## src/rtl/rpq_pkg.sv

```systemverilog
// ----------------------------------------------------------------------------
// rpq_pkg
// Types, sizes and codes shared by the ready queue modules.
// ----------------------------------------------------------------------------
package rpq_pkg;

  localparam int QUEUE_DEPTH = 16;
  localparam int PRIO_BITS   = 8;

  localparam int KIND_W    = 2;
  localparam int ID_W      = 4;
  localparam int IN_PRIO_W = 8;
  localparam int STAT_W    = 2;
  localparam int IDX_W     = (QUEUE_DEPTH > 1) ? $clog2(QUEUE_DEPTH) : 1;
  localparam int CNT_W     = $clog2(QUEUE_DEPTH + 1);

  typedef enum logic [KIND_W-1:0] {
    KIND_INSERT = 2'd0,
    KIND_POP    = 2'd1,
    KIND_REMOVE = 2'd2
  } kind_t;

  typedef enum logic [STAT_W-1:0] {
    STAT_OK   = 2'd0,
    STAT_MISS = 2'd1,
    STAT_DUP  = 2'd2
  } status_t;

  typedef enum logic [2:0] {
    S_IDLE,
    S_SCAN,
    S_SHUP,
    S_SHDN,
    S_HEAD
  } state_t;

  typedef struct packed {
    logic [ID_W-1:0]      id;
    logic [PRIO_BITS-1:0] prio;
  } entry_t;

  typedef struct packed {
    logic             we;
    logic [IDX_W-1:0] waddr;
    entry_t           wdata;
    logic [IDX_W-1:0] raddr;
  } mem_req_t;

  typedef struct packed {
    logic [STAT_W-1:0] status;
    logic [ID_W-1:0]   taken_id;
    logic              taken_valid;
    logic [ID_W-1:0]   head_id;
    logic              is_empty;
    logic [CNT_W-1:0]  occupancy;
  } result_t;

  // keep the low PRIO_BITS of the incoming priority, zero fill above it
  function automatic logic [PRIO_BITS-1:0] mask_prio(input logic [IN_PRIO_W-1:0] p);
    logic [PRIO_BITS-1:0] r;
    r = '0;
    for (int i = 0; i < PRIO_BITS; i++) begin
      if (i < IN_PRIO_W) begin
        r[i] = p[i];
      end
    end
    return r;
  endfunction

endpackage

```

## src/rtl/rpq_store.sv

```systemverilog
// ----------------------------------------------------------------------------
// rpq_store
// Entry register file: one write port, one read port, head at entry zero.
// ----------------------------------------------------------------------------
module rpq_store (
  input  logic              clk,
  input  rpq_pkg::mem_req_t req,
  output rpq_pkg::entry_t   rd_entry
);

  rpq_pkg::entry_t mem_r [rpq_pkg::QUEUE_DEPTH];

  always_ff @(posedge clk) begin
    if (req.we) begin
      mem_r[req.waddr] <= req.wdata;
    end
  end

  assign rd_entry = mem_r[req.raddr];

endmodule

```

## src/rtl/rpq_seq.sv

```systemverilog
// ----------------------------------------------------------------------------
// rpq_seq
// Sequencer: scans the queue one entry a cycle through a single id/priority
// comparator, then opens or closes a gap one entry a cycle.
// ----------------------------------------------------------------------------
module rpq_seq (
  input  logic                            clk,
  input  logic                            rst_n,
  input  logic                            start,
  input  logic [rpq_pkg::KIND_W-1:0]      kind,
  input  logic [rpq_pkg::ID_W-1:0]        slot_id,
  input  logic [rpq_pkg::IN_PRIO_W-1:0]   prio,
  input  logic                            res_free,
  output rpq_pkg::mem_req_t               mem_req,
  input  rpq_pkg::entry_t                 rd_entry,
  output logic                            res_load,
  output rpq_pkg::result_t                res,
  output logic                            busy
);

  rpq_pkg::state_t state_r, state_nxt;

  logic [rpq_pkg::CNT_W-1:0]     cnt_r, cnt_nxt;
  logic [rpq_pkg::CNT_W-1:0]     fill_r, fill_nxt;
  logic [rpq_pkg::CNT_W-1:0]     ipos_r, ipos_nxt;
  logic [rpq_pkg::IDX_W-1:0]     fpos_r, fpos_nxt;
  logic [rpq_pkg::KIND_W-1:0]    kind_r, kind_nxt;
  logic [rpq_pkg::ID_W-1:0]      id_r, id_nxt;
  logic [rpq_pkg::PRIO_BITS-1:0] prio_r, prio_nxt;
  logic                          found_r, found_nxt;
  logic [rpq_pkg::ID_W-1:0]      taken_r, taken_nxt;
  logic                          taken_vld_r, taken_vld_nxt;
  logic [rpq_pkg::STAT_W-1:0]    status_r, status_nxt;

  logic [rpq_pkg::CNT_W-1:0] cnt_inc;
  logic [rpq_pkg::CNT_W-1:0] cnt_dec;
  logic [rpq_pkg::IDX_W-1:0] idx;
  logic                      scan_end;
  logic                      full;
  logic                      id_match;
  logic                      prio_ge;

  assign cnt_inc  = cnt_r + 1'b1;
  assign cnt_dec  = cnt_r - 1'b1;
  assign idx      = cnt_r[rpq_pkg::IDX_W-1:0];
  assign scan_end = (cnt_r == fill_r);
  assign full     = (fill_r == rpq_pkg::CNT_W'(rpq_pkg::QUEUE_DEPTH));

  // the shared compare unit
  assign id_match = (kind_r == rpq_pkg::KIND_POP) ? (cnt_r == '0) : (rd_entry.id == id_r);
  assign prio_ge  = (rd_entry.prio >= prio_r);

  always_ff @(posedge clk) begin
    if (!rst_n) begin
      state_r <= rpq_pkg::S_IDLE;
      fill_r  <= '0;
    end else begin
      state_r <= state_nxt;
      fill_r  <= fill_nxt;
    end
  end

  always_ff @(posedge clk) begin
    cnt_r       <= cnt_nxt;
    ipos_r      <= ipos_nxt;
    fpos_r      <= fpos_nxt;
    kind_r      <= kind_nxt;
    id_r        <= id_nxt;
    prio_r      <= prio_nxt;
    found_r     <= found_nxt;
    taken_r     <= taken_nxt;
    taken_vld_r <= taken_vld_nxt;
    status_r    <= status_nxt;
  end

  // next state
  always_comb begin
    state_nxt = state_r;
    case (state_r)
      rpq_pkg::S_IDLE: begin
        if (start) begin
          state_nxt = rpq_pkg::S_SCAN;
        end
      end
      rpq_pkg::S_SCAN: begin
        if (scan_end) begin
          case (kind_r)
            rpq_pkg::KIND_INSERT: begin
              state_nxt = (found_r || full) ? rpq_pkg::S_HEAD : rpq_pkg::S_SHUP;
            end
            rpq_pkg::KIND_POP, rpq_pkg::KIND_REMOVE: begin
              state_nxt = found_r ? rpq_pkg::S_SHDN : rpq_pkg::S_HEAD;
            end
            default: begin
              state_nxt = rpq_pkg::S_HEAD;
            end
          endcase
        end
      end
      rpq_pkg::S_SHUP: begin
        if (cnt_r <= ipos_r) begin
          state_nxt = rpq_pkg::S_HEAD;
        end
      end
      rpq_pkg::S_SHDN: begin
        if (cnt_inc >= fill_r) begin
          state_nxt = rpq_pkg::S_HEAD;
        end
      end
      rpq_pkg::S_HEAD: begin
        if (res_free) begin
          state_nxt = rpq_pkg::S_IDLE;
        end
      end
      default: begin
        state_nxt = rpq_pkg::S_IDLE;
      end
    endcase
  end

  // datapath and outputs
  always_comb begin
    cnt_nxt       = cnt_r;
    fill_nxt      = fill_r;
    ipos_nxt      = ipos_r;
    fpos_nxt      = fpos_r;
    kind_nxt      = kind_r;
    id_nxt        = id_r;
    prio_nxt      = prio_r;
    found_nxt     = found_r;
    taken_nxt     = taken_r;
    taken_vld_nxt = taken_vld_r;
    status_nxt    = status_r;
    mem_req       = '0;
    mem_req.raddr = idx;
    res_load      = 1'b0;
    busy          = (state_r != rpq_pkg::S_IDLE);

    res.status      = status_r;
    res.taken_id    = taken_vld_r ? taken_r : '0;
    res.taken_valid = taken_vld_r;
    res.head_id     = (fill_r == '0) ? '0 : rd_entry.id;
    res.is_empty    = (fill_r == '0);
    res.occupancy   = fill_r;

    case (state_r)
      rpq_pkg::S_IDLE: begin
        if (start) begin
          kind_nxt      = kind;
          id_nxt        = slot_id;
          prio_nxt      = rpq_pkg::mask_prio(prio);
          cnt_nxt       = '0;
          ipos_nxt      = '0;
          found_nxt     = 1'b0;
          taken_nxt     = '0;
          taken_vld_nxt = 1'b0;
          status_nxt    = rpq_pkg::STAT_OK;
        end
      end
      rpq_pkg::S_SCAN: begin
        if (!scan_end) begin
          if (id_match && !found_r) begin
            found_nxt = 1'b1;
            fpos_nxt  = idx;
            taken_nxt = rd_entry.id;
          end
          // insert goes after the last entry whose priority is not lower
          if (prio_ge) begin
            ipos_nxt = cnt_inc;
          end
          cnt_nxt = cnt_inc;
        end else begin
          case (kind_r)
            rpq_pkg::KIND_INSERT: begin
              if (found_r) begin
                status_nxt = rpq_pkg::STAT_DUP;
              end else if (full) begin
                status_nxt = rpq_pkg::STAT_MISS;
              end else begin
                cnt_nxt = fill_r;
              end
            end
            rpq_pkg::KIND_POP, rpq_pkg::KIND_REMOVE: begin
              if (found_r) begin
                taken_vld_nxt = 1'b1;
                cnt_nxt       = rpq_pkg::CNT_W'(fpos_r);
              end else begin
                status_nxt = rpq_pkg::STAT_MISS;
              end
            end
            default: begin
              status_nxt = rpq_pkg::STAT_OK;
            end
          endcase
        end
      end
      rpq_pkg::S_SHUP: begin
        mem_req.raddr = cnt_dec[rpq_pkg::IDX_W-1:0];
        mem_req.we    = 1'b1;
        if (cnt_r > ipos_r) begin
          mem_req.waddr = idx;
          mem_req.wdata = rd_entry;
          cnt_nxt       = cnt_dec;
        end else begin
          mem_req.waddr      = ipos_r[rpq_pkg::IDX_W-1:0];
          mem_req.wdata.id   = id_r;
          mem_req.wdata.prio = prio_r;
          fill_nxt           = fill_r + 1'b1;
        end
      end
      rpq_pkg::S_SHDN: begin
        mem_req.raddr = cnt_inc[rpq_pkg::IDX_W-1:0];
        if (cnt_inc < fill_r) begin
          mem_req.we    = 1'b1;
          mem_req.waddr = idx;
          mem_req.wdata = rd_entry;
          cnt_nxt       = cnt_inc;
        end else begin
          fill_nxt = fill_r - 1'b1;
        end
      end
      rpq_pkg::S_HEAD: begin
        mem_req.raddr = '0;
        res_load      = res_free;
      end
      default: begin
        mem_req.raddr = idx;
      end
    endcase
  end

`ifndef SYNTHESIS
  a_fill_bound: assert property (@(posedge clk) disable iff (!rst_n)
    fill_r <= rpq_pkg::CNT_W'(rpq_pkg::QUEUE_DEPTH))
    else $error("queue fill beyond depth");

  a_fill_step: assert property (@(posedge clk) disable iff (!rst_n)
    (fill_r != $past(fill_r)) |->
      (fill_r == $past(fill_r) + 1'b1) || (fill_r == $past(fill_r) - 1'b1))
    else $error("fill moved by more than one entry");

  a_start_scan: assert property (@(posedge clk) disable iff (!rst_n)
    (state_r == rpq_pkg::S_IDLE && start) |=> (state_r == rpq_pkg::S_SCAN))
    else $error("accepted word did not start a scan");

  a_load_head: assert property (@(posedge clk) disable iff (!rst_n)
    res_load |-> (state_r == rpq_pkg::S_HEAD))
    else $error("result written outside head step");

  a_write_range: assert property (@(posedge clk) disable iff (!rst_n)
    mem_req.we |-> (rpq_pkg::CNT_W'(mem_req.waddr) <= fill_r))
    else $error("entry write past queue tail");
`endif

endmodule

```

## src/rtl/priority_ordered_ready_queue_unit.sv

```systemverilog
// ----------------------------------------------------------------------------
// priority_ordered_ready_queue_unit
// Ready queue of slot ids in descending priority, ties first in first out.
//
//   channel  | direction | handshake         | payload
//   in_      | input     | in_valid/in_stall | kind, slot_id, prio
//   out_     | output    | out_valid/out_stall | status, taken_id, taken_valid,
//            |           |                   |   head_id, is_empty, occupancy
//
// A word is accepted, then scanned entry by entry through one shared
// id/priority comparator, then shifted one entry a cycle where the queue
// changes, and last the head entry is read.
// Synchronous active-low reset empties the queue; entry storage is not cleared.
// in_stall is high while a word is in work and during reset; a held result
// waits in the output register and only the head read step waits on out_stall.
// ----------------------------------------------------------------------------
module priority_ordered_ready_queue_unit (
  input  logic                          clk,
  input  logic                          rst_n,
  input  logic                          in_valid,
  output logic                          in_stall,
  input  logic [rpq_pkg::KIND_W-1:0]    in_kind,
  input  logic [rpq_pkg::ID_W-1:0]      in_slot_id,
  input  logic [rpq_pkg::IN_PRIO_W-1:0] in_prio,
  output logic                          out_valid,
  input  logic                          out_stall,
  output logic [rpq_pkg::STAT_W-1:0]    out_status,
  output logic [rpq_pkg::ID_W-1:0]      out_taken_id,
  output logic                          out_taken_valid,
  output logic [rpq_pkg::ID_W-1:0]      out_head_id,
  output logic                          out_is_empty,
  output logic [rpq_pkg::CNT_W-1:0]     out_occupancy
);

  rpq_pkg::mem_req_t mem_req;
  rpq_pkg::entry_t   rd_entry;
  rpq_pkg::result_t  res;
  rpq_pkg::result_t  res_r;
  logic              res_load;
  logic              res_free;
  logic              busy;
  logic              out_valid_r;

  assign in_stall = busy || !rst_n;
  assign res_free = !out_valid_r || !out_stall;

  rpq_store u_store (
    .clk      (clk),
    .req      (mem_req),
    .rd_entry (rd_entry)
  );

  rpq_seq u_seq (
    .clk      (clk),
    .rst_n    (rst_n),
    .start    (in_valid),
    .kind     (in_kind),
    .slot_id  (in_slot_id),
    .prio     (in_prio),
    .res_free (res_free),
    .mem_req  (mem_req),
    .rd_entry (rd_entry),
    .res_load (res_load),
    .res      (res),
    .busy     (busy)
  );

  // output word register
  always_ff @(posedge clk) begin
    if (!rst_n) begin
      out_valid_r <= 1'b0;
    end else if (res_load) begin
      out_valid_r <= 1'b1;
    end else if (!out_stall) begin
      out_valid_r <= 1'b0;
    end
  end

  always_ff @(posedge clk) begin
    if (res_load) begin
      res_r <= res;
    end
  end

  assign out_valid       = out_valid_r;
  assign out_status      = res_r.status;
  assign out_taken_id    = res_r.taken_id;
  assign out_taken_valid = res_r.taken_valid;
  assign out_head_id     = res_r.head_id;
  assign out_is_empty    = res_r.is_empty;
  assign out_occupancy   = res_r.occupancy;

endmodule
```

## config.mk

```make
export PLATFORM = sky130hd
export DESIGN_NAME = priority_ordered_ready_queue_unit
export DESIGN_NICKNAME = d
export VERILOG_FILES = /design/src/rtl/rpq_pkg.sv /design/src/rtl/rpq_store.sv /design/src/rtl/rpq_seq.sv /design/src/rtl/priority_ordered_ready_queue_unit.sv
export SDC_FILE = /design/constraint.sdc
export NUM_CORES = 1
export LEC_CHECK = 0
export ABC_CLOCK_PERIOD_IN_PS = 14180
export CAP_MARGIN = 20
export CORE_ASPECT_RATIO = 1.2
export CORE_MARGIN = 3
export CORE_UTILIZATION = 50
export CTS_BUF_LIST = sky130_fd_sc_hd__clkbuf_8 sky130_fd_sc_hd__clkbuf_16
export CTS_CLUSTER_DIAMETER = 200
export DETAILED_ROUTE_END_ITERATION = 8
export DONT_BUFFER_PORTS = 1
export SKIP_CTS_REPAIR_TIMING = 1
export SLEW_MARGIN = 10
export SYNTH_ARGS = -nofsm -noshare
export SYNTH_HDL_FRONTEND = slang
export SYNTH_SLANG_ARGS = --single-unit
```

## constraint.sdc

```tcl
create_clock -name clk -period 14.18 [get_ports clk]
set_clock_uncertainty 0.2 [all_clocks]
set_input_delay 2.836 -clock clk [delete_from_list [all_inputs] [get_ports clk]]
set_output_delay 2.836 -clock clk [all_outputs]
set_load 0.01 [all_outputs]
```

==> results.md <==
* Status: complete, no violations
* Crit path max fanout at 9
* Final Cell Area at 13580 sq um
* Final core area utilization at 56.28%
* RePlAce Congestion at about 0.85
* Root buf cell: clkbuf_16
* Io pins at 37
* Max Fclk at 0.1674 GHz
* Final setup viols at 0
* Die Area at roughly 27000 sq um
* DP HPWL at 18280 um
* Fin. Hold Viols at 0
* Clock transition at path regs at ~60 ps
* Vias in the first global route at about 7800
* Mapped cell area at approximately 12000 sq um
* DR vias/cell at 6.131
* Diodes inserted at 0
* CP startpoint kind: input pin
* Yosys Warn Count at 0
* Clock Path Buffers at 3
* Least-Margin Pin Slew at 1010 ps
* Crit-path cells: nand2_1
* Worst-Skew Late Latency at roughly 550 ps
* Die width at 149.3 um
* Port-buffer cells at 0
* WP data arrival at 2940 ps
* Area grow syn2layout at 10.15%
* Sequential share of the synthesized area at about three fifths
* TNS Setup at 0 ps
* Ys flop type: edfxtp_1
* Pin count of the biggest net entering global routing at 65
* Number of CTS-inserted buffers at 27
* Endpoint type of the worst setup path: primary output
* Maximum vdd drop at roughly 0.00011 V
* RSZ-0062 raised after global routing: false
* Initial DRC Count at 673
* Syn Area/Cell at 12.41 sq um
* Crit share post-route at between 40% and 50%
* Dpl ws at 8206 ps
* Commonest cells after routing, fill and taps aside: edfxtp_1 (245), nand2_1 (101), nor2_1 (57)
* Clock sink count at 254
* Drt pass-1 iters at 5
* Global-route wire length before repair at 45660 um
* DP Area at 12730 sq um
* Post-synth EDFFs at approximately 250
* Maxcap violations at 0
* Total power density per cell area at 162.3 nW/um^2
* Antenna viol nets, final at 0
* Worst Slack Setup Final at 8205 ps
* Synthesized Nets at 1039
* Buf/Inv on CP at 0
* Yosys reg bits at 254
* Synth unique cells at 69
* Layout fillers at 1958
* CTS tree: built
* Min-Delay Path Class: register to register
* Vias at 8172
* Layout cell share with drive strength beyond 1 at 12.54%
* Pins Over Slew Limit at 0
* Cells after Synth at a little under 1000
* Rel. slew slack at between 30 and 40%
* DRC violations left at 0
* Average wire per standard cell at 22.62 um
* Async SR Flop Fraction at 0%
* Final global-route overflow total at 0
* H-tree Lvls at 1
* Commonest non-fill, non-tap cell in the layout: edfxtp_1
* Crit Path Class: input pin to primary output
* Final wirelength at between 30000 and 40000 um
* Initial antenna violation count at 1
* CP max-delay cell: nand2_1
* Fin crit period at about 6000 ps
* Row count at 62
* Core Area at 24130 sq um
* Die H at 178.0 um
* Initial core utilization at 51.09%
* Gr usage total at between 20% and 30%
* Layout Nets at 1040
* Crit path largest cell delay at 100 ps
* Leak pwr at 4.412 nW
* Top Family by Delay on Critical Path: simple AND/OR/NAND/NOR gates
* CP required at 11140 ps
[final timing paths]
path,startpoint,endpoint,slack [ps],cells after the start
setup / recovery,rst_n,in_stall,8200,1
hold / removal,u_seq.status_r[1],out_status[1],220,0
setup reg to reg,u_seq.cnt_r[1],u_seq.ipos_r[4],8610,20
hold reg to reg,u_seq.status_r[1],out_status[1],220,0
[power by group]
| part | leakage, nW | total, mW | internal [mW] | switching [mW] |
|---|---|---|---|---|
| logic | 1.88 | 0.652 | 0.249 | 0.403 |
| registers | 2.11 | 0.879 | 0.851 | 0.0284 |
| clock network | 0.421 | 0.671 | 0.385 | 0.286 |
| total | 4.41 | 2.20 | 1.49 | 0.718 |
[kinds of logic (layout without fill, tap and decap cells)]
| family | Yosys count | in the layout | synth area share, % |
|---|---|---|---|
| multiplexers | 56 | 56 | 4.913 |
| buffers and inverters | 100 | 120 | 3.644 |
| flip-flops | 254 | 254 | 61.15 |
| AND/OR/NAND/NOR | 238 | 238 | 8.984 |
| XOR/XNOR | 23 | 23 | 1.634 |
| AO/OA/AOI/OAI | 294 | 294 | 16.77 |
| adder cells (fa/ha/maj) | 28 | 28 | 2.903 |
[through the flow]
stage                     power [mW]  instances  hold WS [ps]
after floorplan                1.390        993         200.3
after global placement         1.538       1285         203.3
after detailed placement       1.545       1285         205.2
after CTS                      2.219       1333         219.5
after global routing           2.314       1333         230.8
final                          2.203       1333         221.7
[area by class of cell]
type                            count  area, sq um  area share (%)
Clock buffer                       31        730.7           5.382
Sequential cell                   254         7537           55.52
Clock inverter                     17        117.6          0.8663
Timing Repair Buffer               39        292.8           2.156
Inverter                           33        123.9          0.9124
Multi-Input combinational cell    639         4374           32.22
Tap cell                          320        400.4           2.949
[registers in the layout, summed over array words and instances (netlist names), 4 cells and up]
signal         cells
u_seq.prio_r       8
out_occupancy      5
out_head_id        4
u_seq.taken_r      4
u_seq.fpos_r       4
u_seq.ipos_r       5
u_store.mem_r    192
out_taken_id       4
u_seq.fill_r       5
u_seq.cnt_r        5
u_seq.id_r         4
[per-layer routing]
metal	share of wire, %	track usage (%)	up-vias
met5	0.043	0	-
met4	2.1	6.181	2
met3	6.1	4.015	53
met2	50	38.88	246
met1	41	29.11	4058
li1	-	-	3813
[cell usage after synthesis (all sizes together) (4+ instances only)]
cell type	number	area [sq um]
xnor2	17	148.9
nor3	8	40.04
nand2	101	379.1
o21ai	64	320.3
a21oi	34	185.2
nor2	59	240.2
inv	33	123.9
nor2b	5	31.28
edfxtp	245	7357
a311oi	16	140.1
a21o	9	67.56
mux2i	26	260.3
ha	27	337.8
a31oi	20	125.1
and2	40	250.2
clkbuf	33	123.9
mux2	30	345.3
o21a	8	60.06
dfxtp	9	180.2
a22oi	31	237.7
buf	34	201.4
o211ai	6	45.04
xor2	6	52.55
o22ai	5	31.28
a211oi	44	330.3
nand3	7	35.03
a32oi	35	306.5
or3	4	25.02
Note: power is estimated with default switching activity, not from simulation.
